## src/psfa_pkg.sv

```systemverilog
package psfa_pkg;

  localparam logic [1:0] OP_ANALYZE = 2'd0;
  localparam logic [1:0] OP_BEGIN   = 2'd1;
  localparam logic [1:0] OP_REPORT  = 2'd2;
  localparam logic [1:0] OP_NONE    = 2'd3;

  localparam int unsigned NUM_REGS = 16;

  localparam logic [31:0] EXT_MASK    = 32'he0000000;
  localparam logic [31:0] PUSHM_MASK  = 32'hf00f0000;
  localparam logic [31:0] PUSHM_MATCH = 32'hd0010000;
  localparam logic [31:0] STM_MASK    = 32'hffff0000;
  localparam logic [31:0] STM_MATCH   = 32'hebcd0000;
  localparam logic [31:0] PUSH_MASK   = 32'hfff00000;
  localparam logic [31:0] PUSH_MATCH  = 32'h1aa00000;
  localparam logic [31:0] FP_MASK     = 32'hffff0000;
  localparam logic [31:0] FP_MATCH    = 32'h1a970000;
  localparam logic [31:0] SUB8_MASK   = 32'hf00f0000;
  localparam logic [31:0] SUB8_MATCH  = 32'h200d0000;
  localparam logic [31:0] SUB21_MASK  = 32'he1ef0000;
  localparam logic [31:0] SUB21_MATCH = 32'he02d0000;

  typedef enum logic [1:0] {
    KIND_UNKNOWN,
    KIND_SAVE,
    KIND_FRAME,
    KIND_ADJUST
  } kind_t;

  typedef struct packed {
    logic [1:0]  opcode;
    logic [31:0] instruction;
    logic [31:0] start_address;
    logic [31:0] limit_address;
  } item_t;

  typedef struct packed {
    logic               recognized;
    logic               stopped;
    logic [31:0]        next_address;
    logic signed [31:0] stack_offset;
    logic               uses_frame_pointer;
    logic signed [31:0] frame_base_offset;
    logic [3:0]         reg_index;
    logic               reg_saved;
    logic signed [31:0] reg_offset;
    logic               last;
  } result_t;

  typedef struct packed {
    logic [1:0]       op;
    kind_t            kind;
    logic             ext;
    logic [15:0]      mask;
    logic [15:0][6:0] prefix;
    logic [31:0]      delta;
    logic [31:0]      start_address;
    logic [31:0]      limit_address;
  } entry_t;

endpackage

```

## src/psfa_back.sv

```systemverilog
module psfa_back import psfa_pkg::*; (
  input  logic    clk,
  input  logic    rst,
  input  logic    head_valid,
  input  entry_t  head,
  output logic    pop,
  output logic    result_valid,
  input  logic    result_ready,
  output result_t result
);

  logic [31:0] save_off      [NUM_REGS];
  logic [31:0] save_off_next [NUM_REGS];
  logic [15:0] save_vld, save_vld_next;
  logic [31:0] running, running_next;
  logic        fp_used, fp_used_next;
  logic [31:0] base, base_next;
  logic [31:0] scan_addr, scan_addr_next;
  logic [31:0] stop_addr, stop_addr_next;
  logic        done, done_next;
  logic [3:0]  rcnt;
  logic        rec;
  logic        out_free;
  logic        load;
  logic        is_rep;
  logic [31:0] adv_addr;
  result_t     result_next;

  assign out_free = !result_valid || result_ready;
  assign load     = head_valid && out_free;
  assign is_rep   = head.op == OP_REPORT;
  assign pop      = load && (!is_rep || rcnt == 4'hf);
  assign adv_addr = scan_addr + (head.ext ? 32'd4 : 32'd2);

  always_comb begin
    save_off_next  = save_off;
    save_vld_next  = save_vld;
    running_next   = running;
    fp_used_next   = fp_used;
    base_next      = base;
    scan_addr_next = scan_addr;
    stop_addr_next = stop_addr;
    done_next      = done;
    rec            = 1'b0;
    if (load) begin
      case (head.op)
        OP_BEGIN: begin
          save_vld_next  = '0;
          running_next   = '0;
          fp_used_next   = 1'b0;
          base_next      = '0;
          scan_addr_next = head.start_address;
          stop_addr_next = head.limit_address;
          done_next      = head.start_address >= head.limit_address;
        end
        OP_ANALYZE: begin
          if (!done) begin
            if (head.kind == KIND_UNKNOWN) begin
              done_next = 1'b1;
            end else begin
              rec            = 1'b1;
              scan_addr_next = adv_addr;
              done_next      = adv_addr >= stop_addr;
              running_next   = running + head.delta;
              unique case (head.kind)
                KIND_SAVE: begin
                  for (int r = 0; r < NUM_REGS; r++) begin
                    if (head.mask[r]) begin
                      save_off_next[r] = running + {25'd0, head.prefix[r]};
                    end
                  end
                  save_vld_next = save_vld | head.mask;
                end
                KIND_FRAME: begin
                  fp_used_next = 1'b1;
                  base_next    = running;
                end
                default: begin
                end
              endcase
            end
          end
        end
        default: begin
        end
      endcase
    end
  end

  always_comb begin
    result_next.recognized         = rec;
    result_next.stopped            = done_next;
    result_next.next_address       = scan_addr_next;
    result_next.stack_offset       = running_next;
    result_next.uses_frame_pointer = fp_used_next;
    result_next.frame_base_offset  = base_next;
    if (is_rep) begin
      result_next.reg_index  = rcnt;
      result_next.reg_saved  = save_vld[rcnt];
      result_next.reg_offset = save_vld[rcnt] ? save_off[rcnt] : 32'd0;
      result_next.last       = rcnt == 4'hf;
    end else begin
      result_next.reg_index  = '0;
      result_next.reg_saved  = 1'b0;
      result_next.reg_offset = '0;
      result_next.last       = 1'b1;
    end
  end

  always_ff @(posedge clk) begin
    if (rst) begin
      save_vld     <= '0;
      running      <= '0;
      fp_used      <= 1'b0;
      base         <= '0;
      scan_addr    <= '0;
      stop_addr    <= '0;
      done         <= 1'b1;
      rcnt         <= '0;
      result_valid <= 1'b0;
    end else begin
      save_vld  <= save_vld_next;
      running   <= running_next;
      fp_used   <= fp_used_next;
      base      <= base_next;
      scan_addr <= scan_addr_next;
      stop_addr <= stop_addr_next;
      done      <= done_next;
      if (load && is_rep) begin
        rcnt <= rcnt + 4'd1;
      end
      if (load) begin
        result_valid <= 1'b1;
      end else if (result_ready) begin
        result_valid <= 1'b0;
      end
    end
  end

  always_ff @(posedge clk) begin
    save_off <= save_off_next;
    if (load) begin
      result <= result_next;
    end
  end

endmodule

```

## config.mk

```make
export PLATFORM = sky130hd
export DESIGN_NAME = psfa_back
export DESIGN_NICKNAME = d
export VERILOG_FILES = /design/src/psfa_pkg.sv /design/src/psfa_back.sv
export SDC_FILE = /design/constraint.sdc
export NUM_CORES = 2
export LEC_CHECK = 0
export ABC_AREA = 1
export BUFFER_PORTS_ARGS = -buffer_cell sky130_fd_sc_hd__buf_2
export CORE_MARGIN = 2
export CORE_UTILIZATION = 35
export CTS_BUF_LIST = sky130_fd_sc_hd__clkbuf_4 sky130_fd_sc_hd__clkbuf_8
export CTS_CLUSTER_SIZE = 12
export DETAILED_ROUTE_END_ITERATION = 7
export GPL_ROUTABILITY_DRIVEN = 0
export PLACE_DENSITY_LB_ADDON = 0.3
export SYNTH_ARGS = -nofsm -noshare
export SYNTH_HDL_FRONTEND = slang
export SYNTH_SLANG_ARGS = --single-unit
```

## constraint.sdc

```tcl
create_clock -name clk -period 5.1 [get_ports clk]
set_input_delay 0 -clock clk [delete_from_list [all_inputs] [get_ports clk]]
set_output_delay 0 -clock clk [all_outputs]
set_load 0.01 [all_outputs]
```

* Word-level counts from Yosys, hierarchy flattened
Cells that the tools add are included.
W data, S select, Z words.
** Operators by class
- Add/sub/neg operators :: 19
- $lt $le $gt $ge :: 4
- Eq/ne operators :: 8
- Multiplexer cells :: 35
- Bitwise gates (word level) :: 5
- Reductions and logical operators :: 31
** Operators by type and width (number)
- $add A32 B7 Y32 :: 16
- $mux W32 :: 12
- $pmux W32 S2 :: 3
- $bmux W32 S4 :: 1
- $reduce_and A6 Y1 :: 16
- $ge A32 B32 Y1 :: 2
- $mux W16 :: 3
- $add A32 B3 Y32 :: 1
- $add A32 B32 Y32 :: 1
- $pmux W16 S2 :: 1
- $or A16 B16 Y16 :: 1
- $mux W1 :: 11
- $ne A2 B2 Y1 const B :: 3
- $ge A5 B5 Y1 const B :: 1
- $lt A4 B5 Y1 const B :: 1
- $not A4 Y5 :: 1
- $reduce_and A5 Y1 :: 1
- $add A4 B1 Y4 const B :: 1
- $bmux W1 S4 :: 1
- $eq A2 B1 Y1 const B :: 2
- $eq A2 B2 Y1 const B :: 2
- $eq A4 B4 Y1 const B :: 1
- $logic_not A2 Y1 :: 2
- $pmux W1 S2 :: 2
- 8 further kinds :: 16
** Storage, ports and cells
- Flip-flop bits (word level) :: 800
- Input bits :: 233
- Output and inout port bits :: 139

* Longest topological paths before layout
- Depth in word-level cells :: 7
- Gate-level depth with buffers :: 22
- Gate-level depth less buffers :: 22

* Worst setup path after synthesis
Ideal clock, no wire load.
- Kind :: register -> register
- From :: register result_valid
- To :: register result[0] (netlist name), enable pin
- Library setup time :: 489 ps
- Arrival time :: 3214 ps
- Data required time :: 4611 ps
- Setup slack :: 1397 ps
- Cell stages (with the launch flop) :: 4
- Path buffers :: 0
- Path through :: dfxtp_1 -> nand2_1 -> nand2_2 -> inv_1
** Between the ends
- Cells in the longest elaborated chain, start to end :: 3
** RTL lines
- from (decl) :: RTL line psfa_back.sv:7 : output logic result_valid,
- from (signal assigned) :: RTL line psfa_back.sv:120 : result_valid <= 1'b0;
- from (signal assigned) :: RTL line psfa_back.sv:133 : result_valid <= 1'b1;
- from (signal assigned) :: RTL line psfa_back.sv:135 : result_valid <= 1'b0;
- $logic_not A1 Y1 :: RTL line psfa_back.sv:29 : assign out_free = !result_valid || result_ready;
- $logic_or A1 B1 Y1 :: RTL line psfa_back.sv:29
- $logic_and A1 B1 Y1 :: RTL line psfa_back.sv:30 : assign load = head_valid && out_free;
- net load :: RTL line psfa_back.sv:24 : logic load;
- to (signal assigned) :: RTL line psfa_back.sv:143 : result <= result_next;
- to (decl) :: RTL line psfa_back.sv:9 : output result_t result
The timed path passes the listed nets, and every way through them passes these cells.
A chain may end at the register's enable or synchronous reset.

* Final worst setup path
- From :: input result_ready
- To :: register scan_addr[20]
** Between the ends
- Cells in the longest elaborated chain, start to end :: 3
** RTL lines
- from (decl) :: RTL line psfa_back.sv:8 : input logic result_ready,
- $logic_or A1 B1 Y1 :: RTL line psfa_back.sv:29
- $logic_and A1 B1 Y1 :: RTL line psfa_back.sv:30
- $mux W32 :: RTL line psfa_back.sv:45 : if (load) begin
- to (signal assigned) :: RTL line psfa_back.sv:126 : scan_addr <= scan_addr_next;
- to (decl) :: RTL line psfa_back.sv:18 : logic [31:0] scan_addr, scan_addr_next;
Every way passes these cells.

==> flow_summary.yaml <==
run_status:
  status: "complete, no violations"
timing:
  max_freq_mhz: 220
  slew_headroom_pct: 26.5
  fin_worst_hold_slack_ps: 80.1
  fin_worst_skew_ps: 48.2
  fin_crit_ps: 4540
  finalCritPeriodShare_pct: 89.1
  hold_viol: 0
  finalWorstSetupSlack_ps: 558
  setup-violations-final: 0
  rsz0062_at_grt: "false"
  final.setup.tns_ps: 0
  max_slew.worst_pin.slew_ps: 1100
  drv_slew: 0
run:
  drv_cap: 0
grt:
  grt_pass1_wl_um: 250000
  grtUsageTotal_pct: 24.5
  busiest_layer: "met2"
  grt_use_met1_pct: 31.4
  grt_use_met2_pct: 41.1
  grt-ovfl-total: 0
  grt_max_degree: 161
  antenna_found_initial: 9
  grt_pass1_vias: 40040
  grt_use_met3_pct: 4.27
cells_and_area:
  multiInputGateArea_um2: 20700
  area_delta_synth_final_pct: 22.4
  drive_gt1_share_pct: 13.4
  nFillCells: 12855
  layout.nets: 6362
  finalCoreUtilization_pct: 43.1
  regArea_um2: 22500
yosys:
  synth-async-reset-ratio_pct: 0
  synth-main-ff-cell: "edfxtp_1"
  yosysSeqAreaShare_pct: 48.7
  netlist-cell-type-count: 57
  yosys.area.top_type: "edfxtp_1"
  synth.top_cell.area_share_pct: 42.1
  synthesis.nets: 5627
  synth_area_per_cell_um2: 8.96
  yosys-top-cells-area: "edfxtp_1 42%, xor2_1 8.7%, nand2_1 8.0%"
  netlist_top_cells_count: "988 x nand2_1, 649 x edfxtp_1, 563 x nor2_1, 519 x inv_1, 457 x xor2_1"
  ys_warn_count: 0
  ys_ff_latch: 800
  synth_edf_count: 649
  synth.most_common_cell: "nand2_1"
  synthCells: 5166
  syn_area_um2: 46300
pwr:
  peakVddDrop_mv: 0.288
  finalPower_mw: 15.0
  pwr_density_cell_nw_per_um2: 265
  power_leakage_nw: 23.4
critical_path:
  rrSetupSlack_ps: 570
  arrival_ps: 5360
  cp_max_fo: 91
  crit_path_end_kind: "flip-flop"
  worstSetupPathType: "in2reg"
  cp-start-kind: "input port"
  crit_required_ps: 5920
clock_tree:
  numCtsBuffers: 144
  h-tree-depth: 4
  root_buffer: "clkbuf_8"
  cts_buffer_depth: 3
  clk_pin_slew_ps: 60
  postCtsHoldBufs: 371
  cts_tree: "yes"
  post_cts_buffers: 0
  post_cts_resized: 0
  clock-sinks: 800
  clk_latency_ps: 890
floorplan:
  io_pins: 372
  die_w_um: 368
  dieArea_um2: 135000
  core_um2: 131000
  rows: 133
  initial_utilization_pct: 35.2
  die_h_um: 368
hold_path:
  min-delay-path-class: "in2reg"
placed_design:
  place_ws_ps: 1500
  dp_hpwl_um: 120000
  portBuffers: 371
route:
  wl_per_cell_um: 21.7
  vias: 40443
  ant_nets: 0
  drcViolationCount: 0
  drt_wl_total_um: 169000
  drt_pass1_iterations: 6
  avgViaCountPerCell: 5.20
  drtIter0Drc: 4239
area by class of cell:
| type | count | area share [%] |
|---|---|---|
| diodes | 2 | 0.00884 |
| inverters | 556 | 3.71 |
| flip-flops and latches | 800 | 39.8 |
| multi-input cells | 3577 | 36.6 |
| clock inverters | 56 | 0.636 |
| well taps | 1755 | 3.88 |
| repair buffers | 822 | 11.0 |
| clock buffers | 204 | 4.47 |
report_power, final:
part	switching, mW	internal [mW]	total (mW)	leakage [nW]
logic	0.956	0.621	1.58	14.7
clock network	2.89	3.36	6.25	1.52
registers	0.0752	7.14	7.21	7.20
total	3.92	11.1	15.0	23.4
through the flow:
stage	instance area, um^2	cells
2_1_floorplan	46300	5166
3_3_place_gp	50000	7139
3_5_place_dp	50000	7139
4_1_cts	56600	7770
5_1_grt	56600	7772
6_report	56600	7772
state kept, by name (all words and copies together), names as in the netlist, 4 cells and up:
| name | flops |
|---|---|
| rcnt | 4 |
| save_off | 512 |
| base | 32 |
| result | 137 |
| scan_addr | 32 |
| save_vld | 16 |
| stop_addr | 32 |
| running | 32 |
critical path, cell delays in order:
cell           delay, ps
dlygate4sd3_1        510
buf_2                100
dlygate4sd3_1        540
inv_1                 40
nand2_1               80
nand2_2              210
nor2_4               700
inv_2                640
nor2_4               250
buf_4                650
nand2_1              140
o21ai_0              100
dlygate4sd3_1        560
inv_1                 50
a21oi_1              140
dlygate4sd3_1        560
path summary, 6_finish.rpt:
path,from,cells past startpoint,endpoint
worst max-delay path,result_ready,16,scan_addr[20]$_SDFF_PP0_
worst min-delay path,head[32],6,scan_addr[0]$_SDFF_PP0_
worst max register to register,result_valid$_SDFFE_PP0P_,12,scan_addr[20]$_SDFF_PP0_
worst min register to register,save_vld[6]$_SDFFE_PP0P_,2,save_vld[6]$_SDFFE_PP0P_
kinds of logic (layout without fill, tap and decap cells):
| logic type | after synthesis | count (layout) | share of synthesized area [%] |
|---|---|---|---|
| other | 0 | 2 | 0 |
| DFF | 800 | 800 | 48.7 |
| xor gates and xnor gates | 503 | 503 | 9.52 |
| and+or+nand+nor | 1872 | 1872 | 16.8 |
| buffers and inverters | 789 | 1638 | 6.89 |
| AOI/OAI and AO/OA | 974 | 974 | 11.7 |
| adders and majority gates | 228 | 228 | 6.46 |
cells in the final DEF, fill, tap and decap left out, drive strengths merged, types with 2 or more instances in the layout:
master	count
a211oi	6
a21boi	2
a21o	10
a21oi	313
a22oi	5
and2	40
and3	2
buf	451
bufinv	3
clkbuf	204
clkinv	48
clkinvlp	5
dfxtp	151
diode	2
dlygate4sd3	371
edfxtp	649
fa	18
ha	210
inv	556
nand2	999
nand3	144
nand3b	11
nand4	34
nor2	590
nor3	43
nor3b	4
nor4	3
o211ai	10
o21a	4
o21ai	462
o21bai	5
o221ai	62
o22ai	90
xnor2	46
xor2	457
metal layers:
metal / routed length (um) / up-vias
li1: - / 18800
met1: 68500 / 19407
met2: 80200 / 1873
met3: 13800 / 353
met4: 6350 / 10
met5: 59 / -
Note: power is estimated with default switching activity, not from simulation.
