<file path="src/psfa_pkg.sv">
package psfa_pkg;

  localparam logic [1:0] OP_ANALYZE = 2'd0;
  localparam logic [1:0] OP_BEGIN   = 2'd1;
  localparam logic [1:0] OP_REPORT  = 2'd2;
  localparam logic [1:0] OP_NONE    = 2'd3;

  localparam int unsigned NUM_REGS = 16;

  localparam logic [31:0] EXT_MASK    = 32'he0000000;
  localparam logic [31:0] PUSHM_MASK  = 32'hf00f0000;
  localparam logic [31:0] PUSHM_MATCH = 32'hd0010000;
  localparam logic [31:0] STM_MASK    = 32'hffff0000;
  localparam logic [31:0] STM_MATCH   = 32'hebcd0000;
  localparam logic [31:0] PUSH_MASK   = 32'hfff00000;
  localparam logic [31:0] PUSH_MATCH  = 32'h1aa00000;
  localparam logic [31:0] FP_MASK     = 32'hffff0000;
  localparam logic [31:0] FP_MATCH    = 32'h1a970000;
  localparam logic [31:0] SUB8_MASK   = 32'hf00f0000;
  localparam logic [31:0] SUB8_MATCH  = 32'h200d0000;
  localparam logic [31:0] SUB21_MASK  = 32'he1ef0000;
  localparam logic [31:0] SUB21_MATCH = 32'he02d0000;

  typedef enum logic [1:0] {
    KIND_UNKNOWN,
    KIND_SAVE,
    KIND_FRAME,
    KIND_ADJUST
  } kind_t;

  typedef struct packed {
    logic [1:0]  opcode;
    logic [31:0] instruction;
    logic [31:0] start_address;
    logic [31:0] limit_address;
  } item_t;

  typedef struct packed {
    logic               recognized;
    logic               stopped;
    logic [31:0]        next_address;
    logic signed [31:0] stack_offset;
    logic               uses_frame_pointer;
    logic signed [31:0] frame_base_offset;
    logic [3:0]         reg_index;
    logic               reg_saved;
    logic signed [31:0] reg_offset;
    logic               last;
  } result_t;

  typedef struct packed {
    logic [1:0]       op;
    kind_t            kind;
    logic             ext;
    logic [15:0]      mask;
    logic [15:0][6:0] prefix;
    logic [31:0]      delta;
    logic [31:0]      start_address;
    logic [31:0]      limit_address;
  } entry_t;

endpackage

</file>
<file path="src/psfa_queue.sv">
module psfa_queue import psfa_pkg::*; #(
  parameter int DEPTH = 4
) (
  input  logic   clk,
  input  logic   rst,
  input  logic   push,
  input  entry_t push_entry,
  output logic   full,
  input  logic   pop,
  output logic   head_valid,
  output entry_t head
);

  localparam int PTR_W = (DEPTH > 1) ? $clog2(DEPTH) : 1;
  localparam int CNT_W = $clog2(DEPTH + 1);

  entry_t             slots [DEPTH];
  logic [PTR_W-1:0]   wr_ptr;
  logic [PTR_W-1:0]   rd_ptr;
  logic [CNT_W-1:0]   count;

  assign full       = count == CNT_W'(DEPTH);
  assign head_valid = count != '0;
  assign head       = slots[rd_ptr];

  always_ff @(posedge clk) begin
    if (rst) begin
      wr_ptr <= '0;
      rd_ptr <= '0;
      count  <= '0;
    end else begin
      if (push) begin
        wr_ptr <= (wr_ptr == PTR_W'(DEPTH - 1)) ? '0 : wr_ptr + 1'b1;
      end
      if (pop) begin
        rd_ptr <= (rd_ptr == PTR_W'(DEPTH - 1)) ? '0 : rd_ptr + 1'b1;
      end
      if (push && !pop) begin
        count <= count + 1'b1;
      end else if (pop && !push) begin
        count <= count - 1'b1;
      end
    end
  end

  always_ff @(posedge clk) begin
    if (push) begin
      slots[wr_ptr] <= push_entry;
    end
  end

endmodule

</file>
<file path="config.mk">
export PLATFORM = sky130hd
export DESIGN_NAME = psfa_queue
export DESIGN_NICKNAME = d
export VERILOG_FILES = /design/src/psfa_pkg.sv /design/src/psfa_queue.sv
export SDC_FILE = /design/constraint.sdc
export NUM_CORES = 1
export LEC_CHECK = 0
export BUFFER_PORTS_ARGS = -buffer_cell sky130_fd_sc_hd__buf_2
export CORE_MARGIN = 1
export CORE_UTILIZATION = 45
export DETAILED_ROUTE_END_ITERATION = 10
export GPL_ROUTABILITY_DRIVEN = 0
export PLACE_DENSITY = 0.64
export RECOVER_POWER = 100
export SLEW_MARGIN = 10
export SYNTH_ARGS = -nofsm -noshare
export SYNTH_HDL_FRONTEND = slang
export SYNTH_SLANG_ARGS = --single-unit
</file>
<file path="constraint.sdc">
create_clock -name clk -period 5.8 [get_ports clk]
set_input_delay 0.29 -clock clk [delete_from_list [all_inputs] [get_ports clk]]
set_output_delay 0.29 -clock clk [all_outputs]
set_load 0.1 [all_outputs]
</file>
* Word-level counts from Yosys, hierarchy flattened
Memory sizes are Yosys's and may differ from the RTL's. A register that Yosys moved wholly into a read port is not among the register bits.
Cells that the tools add are included.
** Word-level totals
- Output and inout port bits :: 231
- Memory bits (writable) :: 916
- Memories kept :: 1
- Bits in registers :: 7
- Input bits :: 233
- Word-level logic and storage cells :: 25
** Memories
- slots :: depth 4, bits a word 229, read ports 1, clocked after memory_dff 1, wr ports 1, line psfa_queue.sv:17 : entry_t slots [DEPTH];
** Operators by class
- $add $sub $neg :: 4
- Eq/ne operators :: 3
- Multiplexer cells :: 8
- Reductions and logical operators :: 6
** Operator list (number)
- 2-bit 2-to-1 mux :: 4
- 3-bit 2-to-1 mux :: 2
- 2-bit by 1-bit adder with 2-bit output (second input constant) :: 2
- 2-bit == test (second input constant) :: 2
- 3-bit by 1-bit adder with 3-bit output (second input constant) :: 1
- 3-bit == test (second input constant) :: 1
- 3-bit nonzero test :: 1
- 3-bit by 1-bit subtractor with 3-bit output (second input constant) :: 1
- 1-bit logical AND :: 2
- 1-bit logical NOT :: 2
- 1-bit 2-to-1 mux :: 2
- 2-bit nonzero test :: 1

* Depth between registers and ports, before layout
Gate-level depths: netlist of the first run.
- Depth after elaboration :: 4
- Depth in mapped cells :: 7
- Depth with buffers taken out :: 7

* Least setup slack after synthesis of the first run
Ideal clock, no wire load.
- Kind :: register to register
- Start point :: register wr_ptr[0]
- End point :: memory slots[0][0] (netlist bit), enable pin
- Arrival :: 5.740 ns
- Period minus slack after synthesis :: 6.358 ns
- Path slack :: -0.558 ns
- Data required time :: 5.183 ns
- Stages on the path, launching flop included :: 4
- Buffers on the path :: 0
- Setup time :: 0.617 ns
- Path through :: dfxtp_1 > inv_1 > ha_1 > and2_1
** RTL lines
- start, declared :: line psfa_queue.sv:18 : logic [PTR_W-1:0] wr_ptr;
- start signal, assigned :: line psfa_queue.sv:33 : wr_ptr <= (wr_ptr == PTR_W'(DEPTH - 1)) ? '0 : wr_ptr + 1'b1;
- end, declared :: line psfa_queue.sv:17
No word-level cell before the write port.

* Worst setup path after layout of the first run
- Start point :: register wr_ptr[0]
- End point :: memory slots[1][14] (netlist bit), enable pin
No word-level cell before the write port.

==> results of run 1 <==
[through the flow]
| stage | hold slack, ps | utilization, % | worst slack [ps] | total power [mW] |
|---|---|---|---|---|
| floorplan | 359 | - | 2000 | 10.1 |
| detailed placement | 503 | 50.1 | 2970 | 10.6 |
| global placement | 478 | 50.1 | 2980 | 10.6 |
| global route | 70.8 | 56.5 | 1100 | 16.7 |
| finish | 41.1 | 56.5 | 1430 | 16.2 |
| CTS | 1.53 | 57.2 | 2270 | 16.4 |
[flip-flops by register name, summed over array words and instances, names as in the netlist, named ones only]
name	cells
slots	916
count	3
rd_ptr	2
wr_ptr	2
[cells in the mapped netlist]
master,count,area [um2]
a21oi_1,2,10.0
and2_1,4,25.0
buf_1,1,3.75
buf_12,22,440
buf_2,22,110
buf_4,1,7.51
buf_6,2,22.5
buf_8,1,15.0
clkbuf_1,2,7.51
dfxtp_1,9,180
edfxtp_1,916,27500
fa_1,1,20.0
ha_1,6,75.1
inv_1,4,15.0
mux2i_1,4,40.0
mux4_2,229,5160
nor2_1,7,26.3
nor3b_1,2,15.0
o21ai_0,1,5.00
or3_1,2,12.5
xor2_1,2,17.5
[worst paths after layout]
path,end
max,slots[1][14]$_DFFE_PP_
min,wr_ptr[0]$_SDFFE_PP0P_
max reg2reg,slots[1][14]$_DFFE_PP_
min reg2reg,count[2]$_SDFFE_PP0P_
[per-layer routing]
metal  vias up  part of all wire, %
li1       6926                    -
met1      8337                   39
met2       456                   51
met3       108                  7.7
met4         2                  2.2
met5         -                0.018
[power by group through the flow]
stage / sequential (mW) / clock [mW] / combinational [mW]
detailed placement: 7.90 / 0 / 2.72
floorplan: 7.88 / 0 / 2.25
finish: 7.78 / 5.62 / 2.76
global placement: 7.88 / 0 / 2.71
global route: 7.81 / 6.01 / 2.87
CTS: 7.76 / 5.75 / 2.86
[kinds of logic after synthesis]
kind of cell    share of synthesized area, %
fa+ha+maj                              0.282
buf+inv                                 1.84
xor+xnor                              0.0520
flops                                   82.1
simple gates                           0.234
compound gates                        0.0445
mux                                     15.4
[worst max-delay path: stages, from the launching register on]
cell     delay [ps]
dfxtp_1         410
ha_1            170
and2_4          620
buf_2          2390
[cell type report]
type / instances / share of cell area (%)
Sequential cell: 925 / 66.6
Multi-Input combinational cell: 260 / 13.0
Timing Repair Buffer: 713 / 10.4
Clock buffer: 120 / 6.00
Tap cell: 959 / 2.89
Clock inverter: 53 / 0.973
Inverter: 4 / 0.0361
Antenna cell: 4 / 0.0241
[timing repair]
action,4_1_cts,5_1_grt
gates resized for setup,0,0
hold buffers,232,0
hold endpoints to repair,925,0
setup buffers,0,0
==> key figures, run 1 <==
CTS
  – Maximum count of clock buffers along a single path: 3
  – CTS root buf: clkbuf_16
  – CTS H-tree lvls: 3
  – Worst-skew pair later-pin latency: roughly 630 ps
  – Reg clk slew, reported paths: roughly 60 ps
  – Clock tree from TritonCTS: built
  – TritonCTS Sinks: 925
  – Number of buffers created by CTS: 93

STA
  – Slew Viols, Final: about 800
  – Max Fclk: 229 MHz
  – Max_slew headroom: -158%
  – Slew at the pin closest to its max-slew limit: 3870 ps
  – Clock skew: between 15 and 20 ps
  – Final period demand of the worst path: ~4400 ps
  – RSZ-0062 raised after global routing: no
  – Final hold violations: 0
  – Final period utilization: 75.3%
  – Total negative slack: 0 ps
  – Setup violation total in the final timing report: 0

Global routing
  – Initial antenna violation count: 4
  – Via count of the first global-routing pass: 17200
  – Largest net degree at the start of global routing: 127
  – Aggregate global-route resource usage: 17.6%
  – Met3 layer usage reported by global route: 5.32%
  – Sum of overflow across all layers after global routing: 0
  – Met1 track demand over resource: 21.3%
  – Highest-utilization routing layer at the global route stage: met2
  – First-pass GRT wire length: around 100000 um
  – Met2 layer usage reported by global route: 30.3%

Synth
  – Flip-flop and latch count after synthesis: 925
  – Post-Synthesis Mean Instance Area: 27.2 um2
  – Cell Area, Synth: roughly 34000 um2
  – Post-Syn Nets: 1480
  – Share of the yosys chip area belonging to registers: 82.1%
  – Distinct cells, synth: 21
  – Count of mapped cells out of synthesis: 1240
  – Yosys warns: 0

Placement
  – Count of placed standard cells including taps: 2629
  – Count of input and output buffers: around 460
  – DP HPWL: 37600 um
  – Placed cell areas: around 37000 um2

Power
  – Leakage: 13.2 nW
  – Part of the power in registers: 48.1%
  – Highest ir drop seen on vdd: about 0.30 mV
  – Net switching component of the power: 4.71 mW
  – Int Pwr: 11.5 mW
  – Power per Cell Area: 389 nW/um2
  – Switching portion of total power: 29.1%
  – Power share of the clock group: about a third
  – Portion of total power attributed to combinational logic: about 17%

Status
  – Failing checks: capacitance limit, slew limit
  – Status: finished with violations

Worst setup path
  – R2R Setup Slk: 1430 ps
  – Kind of capture point of the worst setup path: flop
  – Startpoint of the worst register-to-register path: wr_ptr[0]$_SDFFE_PP0P_
  – Crit path launch type: flop
  – Worst reg2reg path depth: 3
  – Critical path launch point: wr_ptr[0]$_SDFFE_PP0P_
  – Maximum fanout encountered on the critical timing path: 123
  – Data arrival, critical path: 4520 ps
  – Type of the setup path with the least slack: reg2reg
  – WP data required: around 6000 ps

Floorplan
  – Width of the chip: 276 um
  – Number of cell rows: 99
  – Starting Density: 45.8%
  – Number of top-level pins: 464
  – Die height: 276 um
  – Area of the core region: around 74000 um2
  – Full die area: 76000 um2

Run
  – Count of max-cap constraint violations: 10

Hold path
  – Worst Hold Path Cells: 3
  – Hold Startpoint: push
  – Path category of the worst min-delay check: in2reg

Finish
  – Most frequent cells in the layout: 916 x edfxtp_1, 390 x clkbuf_1, 232 x dlygate4sd3_1
  – Design area: 41600 um2
  – Net count of the finished layout: 2237
  – Post-route non-filler standard cell count: about 3000
  – Area Growth Syn to Fin: 23.3%
  – Count of fill cells added during filler insertion: 5623
  – Area occupied by multi-input gates: 5410 um2
  – Area taken by flip-flops and latches: 27700 um2
  – Most common library cell in the layout ignoring fill and taps: edfxtp_1
  – Share of post-route cells with drive strength above 1: 23.0%

Route
  – DRT Pass-1 Iters: 5
  – Post-detailed-route wirelength per cell: about 22 um
  – Post-detailed-routing wire length: 67000 um
  – Post-DR vias/cell: 5.21
  – Total number of vias: between 15000 and 20000
  – Number of nets with antenna violations after detailed routing: 0
  – Starting DRT DRC Count: 876
  – Post-route DRC violation count: 0
Note: power is estimated with default switching activity, not from simulation.
==> inputs of run 2 (changes only) <==
Settings changed: ABC_AREA from default to 1, PLACE_DENSITY 0.64 to 0.62.
Clock period 5.8 ns to 4.5 ns, I/O delays scaled along.
==> run 2 against run 1 <==
Against the previous run:
- the flow still finishes with violations (capacitance limit, slew limit)
- flip-flop and latch count unchanged
- sequential power up 28%
- via count up 38%
- combinational power rose by 46%
- sequential share of layout area is 1.1 points lower
- wire length up 22%
- global-route usage increased by 3.0 points
- worst setup slack worse by 890 ps
- largest cell class unchanged
==> key figures, run 2 <==
Status
  – Status: finished with violations
  – Failing checks: capacitance limit, slew limit

STA
  – Worst hold margin: 393 ps
  – Slew Viols, Final: about 510
  – Setup violation total in the final timing report: 0
  – Max_slew headroom: -75.2%
  – Final period utilization: 87.8%
  – Final hold violations: 0
  – Fin worst setup slack: 547 ps
  – Final period demand of the worst path: 3950 ps
  – Total negative slack: 0 ps
  – RSZ-0062 raised after global routing: no
  – Slew at the pin closest to its max-slew limit: approximately 2600 ps
  – Clock skew: 38.3 ps
  – Max Fclk: 253 MHz

Synth
  – Async set or reset register ratio after synthesis: 0%
  – Distinct cells, synth: 22
  – Flip-flop and latch count after synthesis: 925
  – Post-Synthesis Mean Instance Area: around 15 um2
  – Most frequent cells after synthesis: 916 x edfxtp_1, 467 x nor2_1, 421 x o21ai_0
  – Synth area leader: edfxtp_1
  – Cell Area, Synth: 34400 um2
  – Top post-synthesis cells by area: edfxtp_1 80%, o21ai_0 6.1%, nor2_1 5.1%, o22ai_1 4.2%, buf_6 1.0%
  – Most used standard cell by instance count after synthesis: edfxtp_1
  – Number of synthesized flops with an enable pin: 916
  – Share of the yosys chip area belonging to registers: 80.6%
  – Count of mapped cells out of synthesis: 2274
  – Post-Syn Nets: ~2500
  – Top_reg_cell synth: edfxtp_1
  – Yosys warns: 0
  – Fraction of post-synthesis cell area in the top cell type by area: 80.1%

Route
  – Highest signal layer in the routed design: met5
  – Post-detailed-route wirelength per cell: approximately 20 um
  – Number of nets with antenna violations after detailed routing: 0
  – Total number of vias: about 22000
  – Routed met3 length: 5940 um
  – Met2 layer wire length in the routed design: 40300 um
  – Starting DRT DRC Count: 1582
  – DRT Pass-1 Iters: 5
  – Post-route DRC violation count: 0
  – Post-detailed-routing wire length: just over 80000 um
  – Post-DR vias/cell: 5.45
  – Met1 wire length: ~32000 um

Worst setup path
  – Startpoint of the worst register-to-register path: wr_ptr[0]$_SDFFE_PP0P_
  – Kind of capture point of the worst setup path: output port
  – Maximum fanout encountered on the critical timing path: about 220
  – Crit path launch type: flop
  – Capturing point of the worst reg2reg path: slots[3][108]$_DFFE_PP_
  – Critical path cell sequence: buf_12, o21ai_0, o22ai_1, clkbuf_1
  – Type of the setup path with the least slack: reg2out
  – CP max-delay cell: clkbuf_1
  – WP data required: about 4300 ps
  – Longest individual stage delay on the worst path: 890 ps
  – Data arrival, critical path: 3730 ps
  – R2R Setup Slk: 730 ps
  – Worst reg2reg path depth: 5

CTS
  – CTS H-tree lvls: 3
  – Clock tree from TritonCTS: built
  – Reg clk slew, reported paths: 60 ps
  – Number of buffers created by CTS: 94
  – CTS root buf: clkbuf_16
  – TritonCTS Sinks: 925
  – Worst-skew pair later-pin latency: 630 ps
  – Postcts setup bufs: 0
  – Maximum count of clock buffers along a single path: 3

Global routing
  – Via count of the first global-routing pass: 22200
  – Sum of overflow across all layers after global routing: 0
  – First-pass GRT wire length: 123000 um
  – Initial antenna violation count: 7
  – Largest net degree at the start of global routing: around 220
  – Aggregate global-route resource usage: around a fifth

Placement
  – DP HPWL: 45000 um
  – Count of input and output buffers: 463
  – Post-placement setup slack: 1590 ps
  – Count of placed standard cells including taps: about 3600

Power
  – Leakage: ~14 nW
  – Power per Cell Area: 515 nW/um2
  – Highest ir drop seen on vdd: 0.344 mV

Floorplan
  – Width of the chip: 278 um
  – Starting Density: a little under half
  – Full die area: 77400 um2
  – Number of cell rows: 100
  – Die height: about 280 um
  – Area of the core region: between 70000 and 80000 um2
  – Number of top-level pins: 464

Finish
  – Net count of the finished layout: about 3200
  – Most common library cell in the layout ignoring fill and taps: edfxtp_1
  – Post-route non-filler standard cell count: 3993
  – Share of post-route cells with drive strength above 1: 7.29%
  – Largest registers: slots x916, count x3
  – Top reg by flops: slots
  – Area Growth Syn to Fin: 22.9%
  – Count of fill cells added during filler insertion: 6038
  – Max FFs per register: between 900 and 1000
  – Most frequent cells in the layout: 916 x edfxtp_1, 467 x nor2_1, 427 x clkbuf_1

Run
  – Count of max-cap constraint violations: 8

Hold path
  – Path category of the worst min-delay check: in2reg
  – Hold Startpoint: push_entry[50]
  – Worst Hold Path Cells: 2
  – Hold Path Sink: slots[2][50]$_DFFE_PP_
run 2: cell count changes after synthesis, sizes merged, moves of 2 or more:
cell | before | now
mux4 | 229 | 0
nand2 | 0 | 9
or3 | 2 | 0
and2 | 4 | 0
mux2i | 4 | 0
inv | 4 | 16
buf | 49 | 82
clkbuf | 2 | 69
nor3b | 2 | 0
o22ai | 0 | 229
o21ai | 1 | 461
nor3 | 0 | 3
nor2 | 7 | 467
run 2: where the power goes:
| group | internal, mW | switching [mW] |
|---|---|---|
| Combinational | 0.592 | 3.45 |
| Sequential | 9.88 | 0.0955 |
| Clock | 4.60 | 3.13 |
run 2: metrics by stage:
step	cell area (um2)	power [mW]	utilization, %
after floorplan	34400	13.3	-
after global placement	37400	14.1	49.9
after detailed placement	37400	14.1	49.9
after CTS	42800	22.0	57.2
after global routing	42200	22.4	56.3
final	42200	21.7	56.3
run 2: repair_timing:
| action | CTS | global route |
|---|---|---|
| hold endpoints to repair | 925 | 0 |
| hold buffers | 232 | 0 |
| setup endpoints to repair | 0 | 0 |
| resized for setup | 0 | 0 |
run 2: per-layer routing:
layer	global-route usage, %	up-vias
met4	7.64	8
met2	35.3	734
met1	25.3	10900
met3	4.88	162
met5	0	-
li1	-	9988
run 2: worst max-delay path by stage:
stage,depth (start not counted),endpoint
after floorplan,4,slots[2][0]$_DFFE_PP_
after global placement,6,head[79]
after detailed placement,6,head[81]
after CTS,6,head[81]
after global routing,5,head[31]
final,4,head[101]
run 2: cell families (layout without fill, tap and decap cells):
family	after synthesis	count (layout)	share of synthesized area, %
AO/OA/AOI/OAI	693	693	10.9
XOR/XNOR	1	1	0.0255
adder cells (fa/ha/maj)	7	7	0.277
buffers and inverters	167	912	2.89
flip-flops	925	925	80.6
other	0	5	0
AND/OR/NAND/NOR	481	481	5.28
run 2: worst max-delay path, delay by kind of cell (launching register included):
family                 cells  cell delay [ps]
DFF                        1              680
AOI/OAI and AO/OA          2              540
buffers and inverters      2             1470
run 2: layout make-up:
cell class	instances	area, um2	area share (%)
antenna	5	12.5	0.0296
clock buffer	111	2460	5.82
timing repair buffer	725	4440	10.5
sequential	925	27700	65.6
inverter	16	90.1	0.213
tap	969	1210	2.87
clock inverter	60	653	1.55
multi-input combinational	1182	5670	13.4
